File: config.mk
export PLATFORM = sky130hd
export DESIGN_NAME = wmmf_ctrl
export DESIGN_NICKNAME = d
export VERILOG_FILES = /design/src/design/wmmf_pkg.sv /design/src/design/wmmf_ctrl.sv
export SDC_FILE = /design/constraint.sdc
export NUM_CORES = 1
export LEC_CHECK = 0
export ABC_AREA = 1
export BUFFER_PORTS_ARGS = -buffer_cell sky130_fd_sc_hd__buf_2
export CAP_MARGIN = 20
export CORE_AREA = 4 4 41 43
export CTS_CLUSTER_SIZE = 12
export DETAILED_ROUTE_END_ITERATION = 12
export DIE_AREA = 0 0 45 47
export MAX_ROUTING_LAYER = met4
export PLACE_DENSITY = 0.65
export SETUP_SLACK_MARGIN = 0.05
export SLEW_MARGIN = 30
export SYNTH_ARGS = -nofsm -noshare
export SYNTH_HDL_FRONTEND = slang
export SYNTH_SLANG_ARGS = --single-unit
File: constraint.sdc
create_clock -name clk -period 2.7 [get_ports clk]
set_input_delay 0.54 -clock clk [delete_from_list [all_inputs] [get_ports clk]]
set_output_delay 0.54 -clock clk [all_outputs]
set_load 0.05 [all_outputs]
File: src/design/wmmf_pkg.sv
// Shared types and constants of the window mean/median filter.
// Used by every module of the block except wmmf_ram; depends on nothing.
package wmmf_pkg;

	localparam int unsigned DefMaxWidth  = 1024;
	localparam int unsigned DefMaxWindow = 7;
	localparam int unsigned ChanW        = 8;
	localparam int unsigned NumChan      = 3;
	localparam int unsigned PixW         = ChanW * NumChan;

	localparam logic [10:0] WidthReset  = 11'd640;
	localparam logic [15:0] HeightReset = 16'd480;
	localparam logic [2:0]  WsizeReset  = 3'd3;

	localparam logic CMD_PIXEL   = 1'b0;
	localparam logic CMD_DRAIN   = 1'b1;
	localparam logic MODE_MEAN   = 1'b0;
	localparam logic MODE_MEDIAN = 1'b1;

	typedef enum logic [1:0] {
		REG_WIDTH  = 2'd0,
		REG_HEIGHT = 2'd1,
		REG_WSIZE  = 2'd2,
		REG_MODE   = 2'd3
	} reg_idx_t;

	typedef struct packed {
		logic [10:0] width;
		logic [15:0] height;
		logic [2:0]  wsize;
		logic        mode;
	} cfg_t;

	typedef struct packed {
		logic take;
		logic restart;
		logic setup;
		logic gather;
		logic prep;
		logic step;
		logic advance;
	} dp_cmd_t;

	typedef struct packed {
		logic emit;
		logic gather_last;
		logic step_last;
	} dp_stat_t;

endpackage

File: src/design/wmmf_ctrl.sv
// Controller state machine of the window filter: sequences one item through
// gather, finish and result hand-off. Depends on wmmf_pkg.
module wmmf_ctrl import wmmf_pkg::*; (
	input  logic     clk,
	input  logic     arst_n,
	input  logic     in_valid,
	output logic     in_ready,
	input  logic     out_free,
	input  logic     cfg_we,
	input  dp_stat_t stat,
	output dp_cmd_t  cmd
);

	typedef enum logic [6:0] {
		ST_IDLE   = 7'b0000001,
		ST_SETUP  = 7'b0000010,
		ST_GATHER = 7'b0000100,
		ST_FLUSH  = 7'b0001000,
		ST_PREP   = 7'b0010000,
		ST_FINISH = 7'b0100000,
		ST_RESULT = 7'b1000000
	} state_t;

	state_t state_q, state_d;

	assign in_ready = (state_q == ST_IDLE);

	always_comb begin
		state_d     = state_q;
		cmd         = '0;
		cmd.restart = cfg_we;
		unique case (state_q)
			ST_IDLE: begin
				cmd.take = in_valid;
				if (in_valid && stat.emit) begin
					state_d = ST_SETUP;
				end
			end
			ST_SETUP: begin
				cmd.setup = 1'b1;
				state_d   = ST_GATHER;
			end
			ST_GATHER: begin
				cmd.gather = 1'b1;
				if (stat.gather_last) begin
					state_d = ST_FLUSH;
				end
			end
			ST_FLUSH: begin
				state_d = ST_PREP;
			end
			ST_PREP: begin
				cmd.prep = 1'b1;
				state_d  = ST_FINISH;
			end
			ST_FINISH: begin
				cmd.step = 1'b1;
				if (stat.step_last) begin
					state_d = ST_RESULT;
				end
			end
			ST_RESULT: begin
				if (out_free) begin
					cmd.advance = 1'b1;
					state_d     = ST_IDLE;
				end
			end
			default: begin
				state_d = ST_IDLE;
			end
		endcase
	end

	always_ff @(posedge clk or negedge arst_n) begin
		if (!arst_n) begin
			state_q <= ST_IDLE;
		end else begin
			state_q <= state_d;
		end
	end

endmodule

---- Word-level counts from Yosys, hierarchy flattened ----
Index checks and enable logic that the tools add are counted.
storage, ports and cells
  flip-flop bits (word level) ............. 7
  bits of input ports ..................... 8
  output and inout port bits .............. 8
operators by class
  equality and inequality tests ........... 11
  multiplexer cells ....................... 12
  reduce and logical (&&, ||, !) cells .... 2
operators by type and width
  cell                number
  $pmux 7 s7          1
  $mux 7              4
  $eq 7x1->1 const B  1
  $eq 7x2->1 const B  1
  $eq 7x3->1 const B  1
  $eq 7x4->1 const B  1
  $eq 7x5->1 const B  1
  $eq 7x6->1 const B  1
  $eq 7x7->1 const B  1
  $mux 1              7
  $ne 2x2->1 const B  3
  $reduce_and 4->1    1
  $ne 2x1->1 const B  1
  $logic_and 1x1->1   1

---- Logic depth before layout (Yosys ltp) ----
  depth after elaboration ................. 3
  depth in mapped cells ................... 9
  mapped depth without buffers ............ 9

---- Least setup slack after synthesis ----
No wires, ideal clock.
  kind .................................... register -> output
  start point ............................. reg state_q[0]
  end point ............................... out cmd[6] (netlist bit)
  arrival time ............................ 1513 ps
  required time ........................... 2160 ps
  slack ................................... 647 ps
  stages on the path, launching flop included .. 5
  cell sequence ........................... dfstp_2 -> nand2_1 -> nor2_1 -> nand2_1 -> nor2_1
RTL lines
  what                      RTL line         source
  start: declaration        wmmf_ctrl.sv:24  state_t state_q, state_d;
  start signal: assignment  wmmf_ctrl.sv:78  state_q <= state_d;
  end: declaration          wmmf_ctrl.sv:11  output dp_cmd_t cmd

==> impl_metrics.tcl <==
set metrics [dict create \
    status "finished clean" \
    ys.warnings.count 0 \
    syn-mean-instance-area_sq_um 7.04 \
    syn_inst 70 \
    synth_top_family_by_area "simple AND/OR/NAND/NOR gates" \
    grt_pass1_vias 386 \
    reg2reg_depth 7 \
    synth_cell_type_count 15 \
    fmax_mhz 489 \
    top_register "state_q" \
    reg2reg_slack_ns 1.46 \
    tightest_slew_ns 0.306 \
    gp_congestion 0.748 \
    dp_hpwl_microns 752 \
    top_regs "state_q (7)" \
    max-vdd-ir-drop_mv 0.466 \
    holdBufCountCts 0 \
    finalCritPeriodShare_pct 75.8 \
    gr-usage-all-layers_pct 10.0 \
    coreArea_sq_um 1300 \
    required_ns 2.16 \
    drc 0 \
    ys_ff_latch 7 \
    clk_root_buffer_cell "clkbuf_4" \
    drtPass1Iterations 1 \
    p_per_area_nw_per_um2 1040 \
    critPathMaxFanout 4 \
    dr_wl_met2_microns 390 \
    netlist_area_sq_um 493 \
    grt_max_degree 8 \
    worst_setup_path_start_kind "flop" \
    wl_met3_microns 54 \
    clockPowerShare_pct 15.2 \
    die-height_microns 47 \
    cts.sinks 7 \
    combPwrFrac_pct 58.1 \
    setup_violations 0 \
    grt_antenna_before_repair 0 \
    ys_seq_area_share_pct 35.8 \
    die_x_microns 45 \
    drt-met1-wl_microns 375 \
    ff_latch_area_sq_um 176 \
    ctsResizeCount 0 \
    multi_input_comb_area_sq_um 241 \
    timing.hold.ws_ns 0.108 \
    pwr-share-seq_pct 26.7 \
    highest_layer "met4" \
    critPathKind "flop to primary output" \
    cts_buffers 3 \
    synthTopCellsByArea "dfrtp_1, nand2_1, nor2_1" \
    grt_pass1_wl_microns 1460 \
    cts_tree "yes" \
    hp-class "primary input to asynchronous set/reset pin" \
    vias 417 \
    vias_per_cell 4.17 \
    start_util_pct 37.9 \
    maxCapViolCount 0 \
    avgRoutedWirePerCell_microns 8.36 \
    swShare_pct 52.0 \
    hold_viol 0 \
    layout_commonest_cell "nand2_1" \
    finalSetupTns_ns 0 \
    htreeDepth 1 \
    wl_microns 836 \
    place_ws_ns 0.911 \
    nFillCells 142 \
    slew_headroom_pct 79.4 \
    drv_slew 0 \
    synth_xor_area_share_pct 0 \
    synthAdderAreaFrac_pct 0 \
    critPathArrivalTime_ns 1.51 \
    synth_compound_area_share_pct 1.02 \
    p_int_uw 292 \
    final_util_pct 45.2 \
    numPortBuffers 13 \
    min_period_ns 2.05 \
    clk_pin_slew_ns 0.05 \
    row_count 13 \
    area_delta_synth_final_pct 19.3 \
    leakage_uw 0.000359 \
    synth_top_area_share_pct 30.5 \
    largest_register_ffs 7 \
    drive_gt1_share_pct 43.5 \
    final_nets 94 \
    p_switching_uw 316 \
    crit_path_end_kind "primary output" \
    clk_latency_ns 0.25 \
    clk_path_buf_depth 2 \
    yosysTopAreaCell "dfrtp_1" \
    cts_setup_buffers 0 \
    dr.first_iter.drc_count 0 \
    final_antenna_net_count 0 \
    synth_mux_area_share_pct 0 \
    finClkSkew_ns 0.00133 \
    die_area_sq_um 2120 \
    diodes 0 \
    yosys.area_share.simple_pct 48.0 \
    worst_slack_ns 0.653 \
    syn_nets 78 \
    rsz0062_at_grt "false" \
    ioPinCount 16 \
    gr-total-overflow 0 \
    layout_common_cells "nand2_1, buf_2, nor2_1" \
]
## per-layer routing
layer / track usage [%] / vias to the layer above
met4: 8.77 / 0
met2: 15.3 / 12
li1: - / 233
met1: 11.7 / 170
met3: 1.15 / 2
met5: - / -
## kinds of logic after synthesis
kind of cell,count (synthesis)
AOI/OAI and AO/OA,1
buffers and inverters,18
DFF,7
and+or+nand+nor,44
## cell type report
cell class	instances	area share (%)
Tap cell	15	3.19
Clock buffer	4	4.47
Timing Repair Buffer	13	11.1
Multi-Input combinational cell	45	41.1
Inverter	16	10.2
Sequential cell	7	30.0
## power groups by stage
stage / clock, uW / combinational [uW] / sequential, uW
2_1_floorplan: 0 / 307 / 160
3_3_place_gp: 0 / 358 / 162
3_5_place_dp: 0 / 358 / 164
4_1_cts: 95.6 / 358 / 163
5_1_grt: 101 / 388 / 168
6_report: 92.5 / 354 / 163
## cells in the mapped netlist
| cell | number |
|---|---|
| nand2_1 | 15 |
| nor2_1 | 11 |
| inv_1 | 10 |
| dfrtp_1 | 6 |
| inv_2 | 6 |
| nor2_2 | 4 |
| nand2_2 | 3 |
| nand3_1 | 3 |
| nand3_2 | 3 |
| nor2_4 | 3 |
| buf_4 | 2 |
| dfstp_2 | 1 |
| nand2_4 | 1 |
| nor3_1 | 1 |
| o21ai_0 | 1 |
## path summary, 6_finish.rpt
check,from,end
setup / recovery,state_q[0],cmd[6]
setup reg to reg,state_q[0],state_q[6]
hold reg to reg,state_q[2],state_q[4]
hold / removal,arst_n,state_q[6]
max in group asynchronous,arst_n,state_q[0]
min in group clk,stat[2],state_q[0]
## critical path: stages, from the launching register on
cell	delay [ns]
dfstp_2	0.56
nand2_1	0.06
nor2_1	0.15
nand2_1	0.13
nor2_1	0.09
buf_2	0.26
## metrics by stage
step / instance area (sq um) / power [uW] / cells
2_1_floorplan: 493 / 468 / 70
3_3_place_gp: 562 / 520 / 96
3_5_place_dp: 562 / 522 / 96
4_1_cts: 588 / 617 / 100
5_1_grt: 588 / 657 / 100
6_report: 588 / 609 / 100
Note: power is estimated with default switching activity, not from simulation.
